--- config.mk ---
export PLATFORM = sky130hd
export DESIGN_NAME = nth_root_newton
export DESIGN_NICKNAME = d
export VERILOG_FILES = /design/src/sv/nrn_pkg.sv /design/src/sv/nth_root_newton.sv
export SDC_FILE = /design/constraint.sdc
export NUM_CORES = 2
export LEC_CHECK = 0
export ABC_AREA = 1
export BUFFER_PORTS_ARGS = -buffer_cell sky130_fd_sc_hd__buf_2
export CELL_PAD_IN_SITES_DETAIL_PLACEMENT = 0
export CELL_PAD_IN_SITES_GLOBAL_PLACEMENT = 1
export CORE_MARGIN = 3
export CORE_UTILIZATION = 54
export CTS_BUF_LIST = sky130_fd_sc_hd__clkbuf_8
export DETAILED_ROUTE_END_ITERATION = 12
export GPL_TIMING_DRIVEN = 0
export PLACE_DENSITY_LB_ADDON = 0.3
export SYNTH_ARGS = -nofsm -noshare
export SYNTH_HDL_FRONTEND = slang
export SYNTH_SLANG_ARGS = --single-unit
--- constraint.sdc ---
create_clock -name clk -period 26.2 [get_ports clk]
set_input_delay 5.24 -clock clk [delete_from_list [all_inputs] [get_ports clk]]
set_output_delay 5.24 -clock clk [all_outputs]
set_load 0.005 [all_outputs]
--- src/sv/nrn_pkg.sv ---
`default_nettype none

package nrn_pkg;

  // width of the degree field on the input stream
  localparam int DEG_W = 4;

  // bits of the multiplier operand taken per cycle by the shared multiplier
  localparam int CHUNK_W = 16;

  typedef enum logic [2:0] {
    ST_IDLE,
    ST_MUL,
    ST_CHK,
    ST_DIV,
    ST_NUM,
    ST_UPD,
    ST_OUT
  } state_t;

endpackage

`default_nettype wire

--- src/sv/nth_root_newton.sv ---
`default_nettype none

// Integer nth root by Newton iteration. Each beat on the slave side carries
// a radicand, a degree and a start guess that the user must keep nonzero;
// the block does not enforce this. One beat comes back with the floor of the
// root, an exact flag and a status bit that marks a zero start guess. One
// item is worked on at a time: s_tready is high only while the sequencer is
// idle. A finished result can still wait in the output register during that
// idle time. A zero start guess, a zero radicand or degree one goes straight
// to the output state. Otherwise each Newton step mostly runs the shared
// one-bit-per-cycle divider, which forms a / x^(d-1) and then the divide by
// d. The shared multiplier is 16 bits wide and works out each power x^(d-1).
// A power that passes the radicand ends its pass early and skips the first
// divide. There are k+2 steps: the first one, k descending ones and the one
// that stops, so the count depends on how far the start guess is from the
// root. A final power pass checks exactness.
module nth_root_newton #(
  parameter int DATA_WIDTH = 32,
  parameter int MAX_DEGREE = 15,
  localparam int S_W = ((2 * DATA_WIDTH + nrn_pkg::DEG_W + 7) / 8) * 8,
  localparam int M_W = ((DATA_WIDTH + 2 + 7) / 8) * 8
) (
  input  wire logic           clk,
  input  wire logic           rst,
  input  wire logic           s_tvalid,
  output      logic           s_tready,
  // radicand, degree, start_guess (low bit up), zero fill above
  input  wire logic [S_W-1:0] s_tdata,
  output      logic           m_tvalid,
  input  wire logic           m_tready,
  // root, exact, status (low bit up), zero fill above
  output      logic [M_W-1:0] m_tdata
);

  localparam int W     = DATA_WIDTH;
  localparam int DW    = W + 1;
  localparam int CW    = nrn_pkg::CHUNK_W;
  localparam int NCH   = (W + CW - 1) / CW;
  localparam int XP    = NCH * CW;
  localparam int PW    = W + XP;
  localparam int CCW   = $clog2(NCH + 1);
  localparam int DCW   = $clog2(DW + 1);
  localparam int DEGW  = nrn_pkg::DEG_W;

  nrn_pkg::state_t state, state_next;

  logic [W-1:0]    a, a_next;
  logic [DEGW-1:0] deg, deg_next;
  logic [W-1:0]    x, x_next;
  logic [W-1:0]    p, p_next;
  logic [PW-1:0]   acc, acc_next;
  logic [XP-1:0]   mx, mx_next;
  logic [CCW-1:0]  cc, cc_next;
  logic [DEGW-1:0] ecnt, ecnt_next;
  logic            pow_exact, pow_exact_next;
  logic            first, first_next;
  logic [W-1:0]    rem, rem_next;
  logic [DW-1:0]   quo, quo_next;
  logic [W-1:0]    dvs, dvs_next;
  logic [DCW-1:0]  dcnt, dcnt_next;
  logic            div_by_d, div_by_d_next;
  logic [W-1:0]    qv, qv_next;
  logic            sub, sub_next;
  logic            exact_p, exact_p_next;
  logic            status_p, status_p_next;
  logic            m_tvalid_next;
  logic [W-1:0]    out_root, out_root_next;
  logic            out_exact, out_exact_next;
  logic            out_status, out_status_next;

  logic [W-1:0]    in_a;
  logic [DEGW-1:0] in_deg;
  logic [W-1:0]    in_x;
  logic [DEGW-1:0] dz;
  logic [W+CW-1:0] prod;
  logic [DW-1:0]   trial;
  logic [DW-1:0]   diff;
  logic            ge;
  logic [W-1:0]    nx;
  logic            over;

  assign in_a   = s_tdata[W-1:0];
  assign in_deg = s_tdata[W+DEGW-1:W];
  assign in_x   = s_tdata[2*W+DEGW-1:W+DEGW];

  assign s_tready = (state == nrn_pkg::ST_IDLE);
  assign m_tdata  = M_W'({out_status, out_exact, out_root});

  // shared datapath pieces
  assign prod  = p * mx[XP-1 -: CW];
  assign trial = {rem, quo[DW-1]};
  assign diff  = trial - DW'(dvs);
  assign ge    = (trial >= DW'(dvs));
  assign nx    = sub ? (x - quo[W-1:0]) : (x + quo[W-1:0]);
  assign over  = (acc > PW'(a));

  always_comb begin
    dz = (in_deg == '0) ? DEGW'(1) : in_deg;
    if (int'(dz) > MAX_DEGREE) begin
      dz = DEGW'(MAX_DEGREE);
    end
  end

  always_comb begin
    state_next      = state;
    a_next          = a;
    deg_next        = deg;
    x_next          = x;
    p_next          = p;
    acc_next        = acc;
    mx_next         = mx;
    cc_next         = cc;
    ecnt_next       = ecnt;
    pow_exact_next  = pow_exact;
    first_next      = first;
    rem_next        = rem;
    quo_next        = quo;
    dvs_next        = dvs;
    dcnt_next       = dcnt;
    div_by_d_next   = div_by_d;
    qv_next         = qv;
    sub_next        = sub;
    exact_p_next    = exact_p;
    status_p_next   = status_p;
    m_tvalid_next   = m_tvalid && !m_tready;
    out_root_next   = out_root;
    out_exact_next  = out_exact;
    out_status_next = out_status;

    unique case (state)
      nrn_pkg::ST_IDLE: begin
        if (s_tvalid) begin
          a_next        = in_a;
          deg_next      = dz;
          x_next        = in_x;
          exact_p_next  = 1'b1;
          status_p_next = 1'b0;
          first_next    = 1'b1;
          priority if (in_x == '0) begin
            x_next        = '0;
            exact_p_next  = 1'b0;
            status_p_next = 1'b1;
            state_next    = nrn_pkg::ST_OUT;
          end else if (in_a == '0) begin
            x_next     = '0;
            state_next = nrn_pkg::ST_OUT;
          end else if (dz == DEGW'(1)) begin
            x_next     = in_a;
            state_next = nrn_pkg::ST_OUT;
          end else begin
            // first power pass of the first step
            pow_exact_next = 1'b0;
            p_next         = W'(1);
            ecnt_next      = dz - DEGW'(1);
            acc_next       = '0;
            mx_next        = XP'(in_x);
            cc_next        = CCW'(NCH);
            state_next     = nrn_pkg::ST_MUL;
          end
        end
      end

      nrn_pkg::ST_MUL: begin
        // most significant chunk first, shift-and-add into acc
        acc_next = {acc[PW-CW-1:0], {CW{1'b0}}} + PW'(prod);
        mx_next  = {mx[XP-CW-1:0], {CW{1'b0}}};
        cc_next  = cc - CCW'(1);
        if (cc == CCW'(1)) begin
          state_next = nrn_pkg::ST_CHK;
        end
      end

      nrn_pkg::ST_CHK: begin
        p_next = acc[W-1:0];
        priority if (over) begin
          if (pow_exact) begin
            exact_p_next = 1'b0;
            state_next   = nrn_pkg::ST_OUT;
          end else begin
            qv_next    = '0;
            state_next = nrn_pkg::ST_NUM;
          end
        end else if (ecnt == DEGW'(1)) begin
          if (pow_exact) begin
            exact_p_next = (acc[W-1:0] == a);
            state_next   = nrn_pkg::ST_OUT;
          end else begin
            // a divided by the power
            rem_next      = '0;
            quo_next      = DW'(a);
            dvs_next      = acc[W-1:0];
            dcnt_next     = DCW'(DW);
            div_by_d_next = 1'b0;
            state_next    = nrn_pkg::ST_DIV;
          end
        end else begin
          ecnt_next  = ecnt - DEGW'(1);
          acc_next   = '0;
          mx_next    = XP'(x);
          cc_next    = CCW'(NCH);
          state_next = nrn_pkg::ST_MUL;
        end
      end

      nrn_pkg::ST_DIV: begin
        rem_next  = ge ? diff[W-1:0] : trial[W-1:0];
        quo_next  = {quo[DW-2:0], ge};
        dcnt_next = dcnt - DCW'(1);
        if (dcnt == DCW'(1)) begin
          if (div_by_d) begin
            state_next = nrn_pkg::ST_UPD;
          end else begin
            qv_next    = quo_next[W-1:0];
            state_next = nrn_pkg::ST_NUM;
          end
        end
      end

      nrn_pkg::ST_NUM: begin
        // round the new x down on both sides of x
        sub_next = (qv <= x);
        if (qv <= x) begin
          quo_next = DW'(x) - DW'(qv) + DW'(deg) - DW'(1);
        end else begin
          quo_next = DW'(qv - x);
        end
        rem_next      = '0;
        dvs_next      = W'(deg);
        dcnt_next     = DCW'(DW);
        div_by_d_next = 1'b1;
        state_next    = nrn_pkg::ST_DIV;
      end

      nrn_pkg::ST_UPD: begin
        acc_next   = '0;
        cc_next    = CCW'(NCH);
        p_next     = W'(1);
        state_next = nrn_pkg::ST_MUL;
        if (!first && (nx >= x)) begin
          // converged, check root^d against the radicand
          pow_exact_next = 1'b1;
          ecnt_next      = deg;
          mx_next        = XP'(x);
        end else begin
          first_next     = 1'b0;
          x_next         = nx;
          pow_exact_next = 1'b0;
          ecnt_next      = deg - DEGW'(1);
          mx_next        = XP'(nx);
        end
      end

      nrn_pkg::ST_OUT: begin
        if (!m_tvalid || m_tready) begin
          m_tvalid_next   = 1'b1;
          out_root_next   = x;
          out_exact_next  = exact_p;
          out_status_next = status_p;
          state_next      = nrn_pkg::ST_IDLE;
        end
      end

      default: begin
        state_next = nrn_pkg::ST_IDLE;
      end
    endcase
  end

  always_ff @(posedge clk) begin
    if (rst) begin
      state    <= nrn_pkg::ST_IDLE;
      m_tvalid <= 1'b0;
    end else begin
      state    <= state_next;
      m_tvalid <= m_tvalid_next;
    end
  end

  always_ff @(posedge clk) begin
    a          <= a_next;
    deg        <= deg_next;
    x          <= x_next;
    p          <= p_next;
    acc        <= acc_next;
    mx         <= mx_next;
    cc         <= cc_next;
    ecnt       <= ecnt_next;
    pow_exact  <= pow_exact_next;
    first      <= first_next;
    rem        <= rem_next;
    quo        <= quo_next;
    dvs        <= dvs_next;
    dcnt       <= dcnt_next;
    div_by_d   <= div_by_d_next;
    qv         <= qv_next;
    sub        <= sub_next;
    exact_p    <= exact_p_next;
    status_p   <= status_p_next;
    out_root   <= out_root_next;
    out_exact  <= out_exact_next;
    out_status <= out_status_next;
  end

  a_div_count: assert property (@(posedge clk) disable iff (rst)
    (state == nrn_pkg::ST_DIV) |-> (dcnt != '0))
    else $error("divider running with zero bit count");

  a_mul_count: assert property (@(posedge clk) disable iff (rst)
    (state == nrn_pkg::ST_MUL) |-> (cc != '0))
    else $error("multiplier running with zero chunk count");

  a_pow_count: assert property (@(posedge clk) disable iff (rst)
    (state == nrn_pkg::ST_CHK) |-> (ecnt != '0))
    else $error("power check with zero exponent count");

  a_out_load: assert property (@(posedge clk) disable iff (rst)
    (state == nrn_pkg::ST_OUT && (!m_tvalid || m_tready))
      |=> (m_tvalid && state == nrn_pkg::ST_IDLE))
    else $error("result not loaded into output register");

  a_status_clean: assert property (@(posedge clk) disable iff (rst)
    (m_tvalid && out_status) |-> (out_root == '0 && !out_exact))
    else $error("rejected beat carries a root or exact flag");

endmodule

`default_nettype wire
==> flow_summary.yaml <==
synthesis:
  yosysMostFrequentCell: "nand2_1"
  synth_xor_area_frac: 0.02283
  yosysTopAreaCell: "edfxtp_1"
  synthDominantCellAreaShare: 0.2459
  synth_common_cells: "nand2_1 (1359), inv_1 (1320), nor2_1 (548)"
  synthFlopType: "edfxtp_1"
  ys_top_cells_by_area: "edfxtp_1 (25%), fa_1 (20%), nand2_1 (11%), inv_1 (11%), ha_1 (9.9%)"
  synth_warnings: 0
  synth-simple-area-share: 0.2055
  synth-edff-count: 377
  async_flop_share: 0
  synth_area_um2: 46040
  syn_inst: 5956
  synth_seq_area_share: 0.2476
  synth_cell_type_count: 57
  synth_compound_area_frac: 0.09499
  synth_top_family_by_area: "adder cells"
  ys_seq_elements: 381
  synthAdderAreaFrac: 0.2981
  synth_area_per_cell_um2: 7.729
  synth_mux_area_frac: 0.003696
sta:
  finalClockSkew_ns: 0.06013
  worst_slew_pin_slew_ns: 1.179
  rsz0062_at_grt: "no"
  period_minus_slack_ns: 8.354
  period_share: 0.3189
  setup_violations: 0
  finalHoldViolations: 0
  worst_hold_slack_ns: 0.4334
  relSlewSlack: 0.2060
  max_freq_mhz: 119.7
  fin_setup_tns_ns: 0
  slew_viol_final: 0
floorplan:
  fp.dieW_um: 298.0
  top_level_ports: 118
  num_rows: 106
  die_h_um: 298.0
  dieArea_um2: 88790
  start_util: 0.5475
  coreArea_um2: 84090
placement:
  place_hpwl_um: 141500
  io_buffer_count: 107
  gp_congestion: 1.015
cells_and_area:
  final_nets: 7057
  syn_to_final_growth_pct: 7.914
  layout-drive-gt1-share: 0.04780
critical_path:
  worstSetupPathType: "reg -> reg"
  path_max_fanout: 10
  rrSetupSlack_ns: 17.85
  r2r-end: "acc[48]$_SDFFCE_PP0P_"
  critPathCaptureType: "flop"
  required_ns: 26.74
  cp_data_arrival_time_ns: 8.89
  reg2reg_from: "mx[23]$_DFFE_PP_"
  start_kind: "flop"
  ff2ff_path_depth: 20
detailed_routing:
  detail-route-antenna-nets: 0
  drtIter0Drc: 4453
  drt-total-wl_um: 167000
  routed_via_density: 5.636
  post_drt_wl_per_cell_um: 22.72
  vias: 41411
  drc: 0
  drt_first_pass_iters: 8
global_routing:
  grt_max_degree: 34
  antenna_found_initial: 2
  grt_pass1_wl_um: 249800
  track_usage: 0.3764
  grt.overflow.total: 0
  first_global_vias: 40321
clock_network:
  clkLatencyLatePin_ns: 0.69
  cts.sink_count: 381
  cts_max_path_buffers: 3
  cts_inserted_buffers: 71
  holdBufCountCts: 0
  post_cts_buffers: 0
  path_clk_slew_ns: 0.06
  cts_root_buf: "clkbuf_8"
  htree_levels: 3
  post_cts_resized: 0
  cts_tree: "yes"
hold_path:
  hold_path.class: "reg -> reg"
  hold_path_end: "out_status$_DFFE_PP_"
  hp-start: "status_p$_DFFE_PP_"
  hold_depth: 0
status:
  status: "completed"
job:
  max-cap-violations: 0
## critical path, cell delays in order, from the launching register on
cell,delay [ns]
edfxtp_1,0.60
clkbuf_1,0.84
nand2_1,0.19
fa_1,0.59
inv_1,0.05
fa_1,0.48
fa_1,0.64
fa_1,0.47
fa_1,0.51
inv_1,0.05
fa_1,0.52
inv_1,0.05
ha_1,0.44
nand2_1,0.23
nor2_1,0.52
nand2_1,0.11
o21ai_0,0.93
a21oi_1,0.31
o21ai_0,0.38
o21ai_0,0.13
a21oi_1,0.16
## through the flow
stage          std cells  instance area, um^2    util  worst slack (ns)
6_report            7348                49680  0.5908             17.85
5_1_grt             7348                49680  0.5908             17.67
4_1_cts             7347                49680  0.5908             18.21
3_5_place_dp        7220                48350  0.5750             18.10
3_3_place_gp        7202                48010  0.5710             9.368
2_1_floorplan       5961                46060       -             12.90
## state kept, by name, indices dropped and copies added, names as in the netlist, 2 cells and up
name,cells
p,32
mx,32
state,3
acc,64
quo,33
x,32
rem,32
qv,32
cc,2
dcnt,6
ecnt,4
dvs,32
out_root,32
deg,4
a,32
## cell usage in the layout (no fill, tap or decap), drive strengths merged, types with 17 or more instances in the layout
| master | Yosys | routed |
|---|---|---|
| a21o | 28 | 28 |
| a21oi | 325 | 325 |
| a31oi | 21 | 21 |
| buf | 32 | 157 |
| clkbuf | 162 | 234 |
| clkinv | 2 | 35 |
| edfxtp | 377 | 377 |
| fa | 458 | 458 |
| ha | 364 | 364 |
| inv | 1328 | 1347 |
| mux2i | 17 | 17 |
| nand2 | 1365 | 1365 |
| nand3 | 208 | 208 |
| nand3b | 24 | 24 |
| nand4 | 72 | 72 |
| nor2 | 561 | 561 |
| nor3 | 47 | 47 |
| nor4 | 28 | 28 |
| o211ai | 41 | 41 |
| o21a | 24 | 24 |
| o21ai | 261 | 261 |
| o21bai | 26 | 26 |
| xnor2 | 43 | 43 |
| xor2 | 77 | 77 |
## logic make-up (layout without fill, tap and decap cells)
| logic type | count (synthesis) | count (layout) |
|---|---|---|
| flip-flops | 381 | 381 |
| AO/OA/AOI/OAI | 777 | 777 |
| multiplexers | 17 | 17 |
| XOR/XNOR | 120 | 120 |
| AND/OR/NAND/NOR | 2314 | 2314 |
| adder cells (fa/ha/maj) | 822 | 822 |
| other | 1 | 7 |
| buffers and inverters | 1524 | 1776 |
## worst max path at each step
stage / from / endpoint / slack (ns) / cells past startpoint
2_1_floorplan: s_tdata[33] / acc[0]$_SDFFCE_PP0P_ / 12.90 / 9
3_3_place_gp: s_tdata[33] / acc[34]$_SDFFCE_PP0P_ / 9.37 / 10
3_5_place_dp: s_tdata[33] / acc[34]$_SDFFCE_PP0P_ / 18.10 / 14
4_1_cts: mx[29]$_DFFE_PP_ / acc[48]$_SDFFCE_PP0P_ / 18.21 / 20
5_1_grt: mx[23]$_DFFE_PP_ / acc[40]$_SDFFCE_PP0P_ / 17.67 / 20
6_report: mx[23]$_DFFE_PP_ / acc[48]$_SDFFCE_PP0P_ / 17.85 / 20
## cell type report
type                       instances  area (um^2)
timing repair buffer             125        814.5
multi-input combinational       4056        28860
clock inverter                    55        336.6
tap                             1134         1419
fill                            8049        34410
buffer                           194        855.8
sequential                       381        11400
antenna                            1        2.502
inverter                        1330         4997
clock buffer                      72        991.0
## routing by layer
metal | routed length (um) | track usage
met1 | 70790 | 0.5482
met2 | 68540 | 0.5433
met3 | 20890 | 0.09539
met4 | 6742 | 0.1346
met5 | 11 | 0
Power is not shown: default switching activity piles up to over one toggle a cycle in this logic, so the estimate is an artifact.
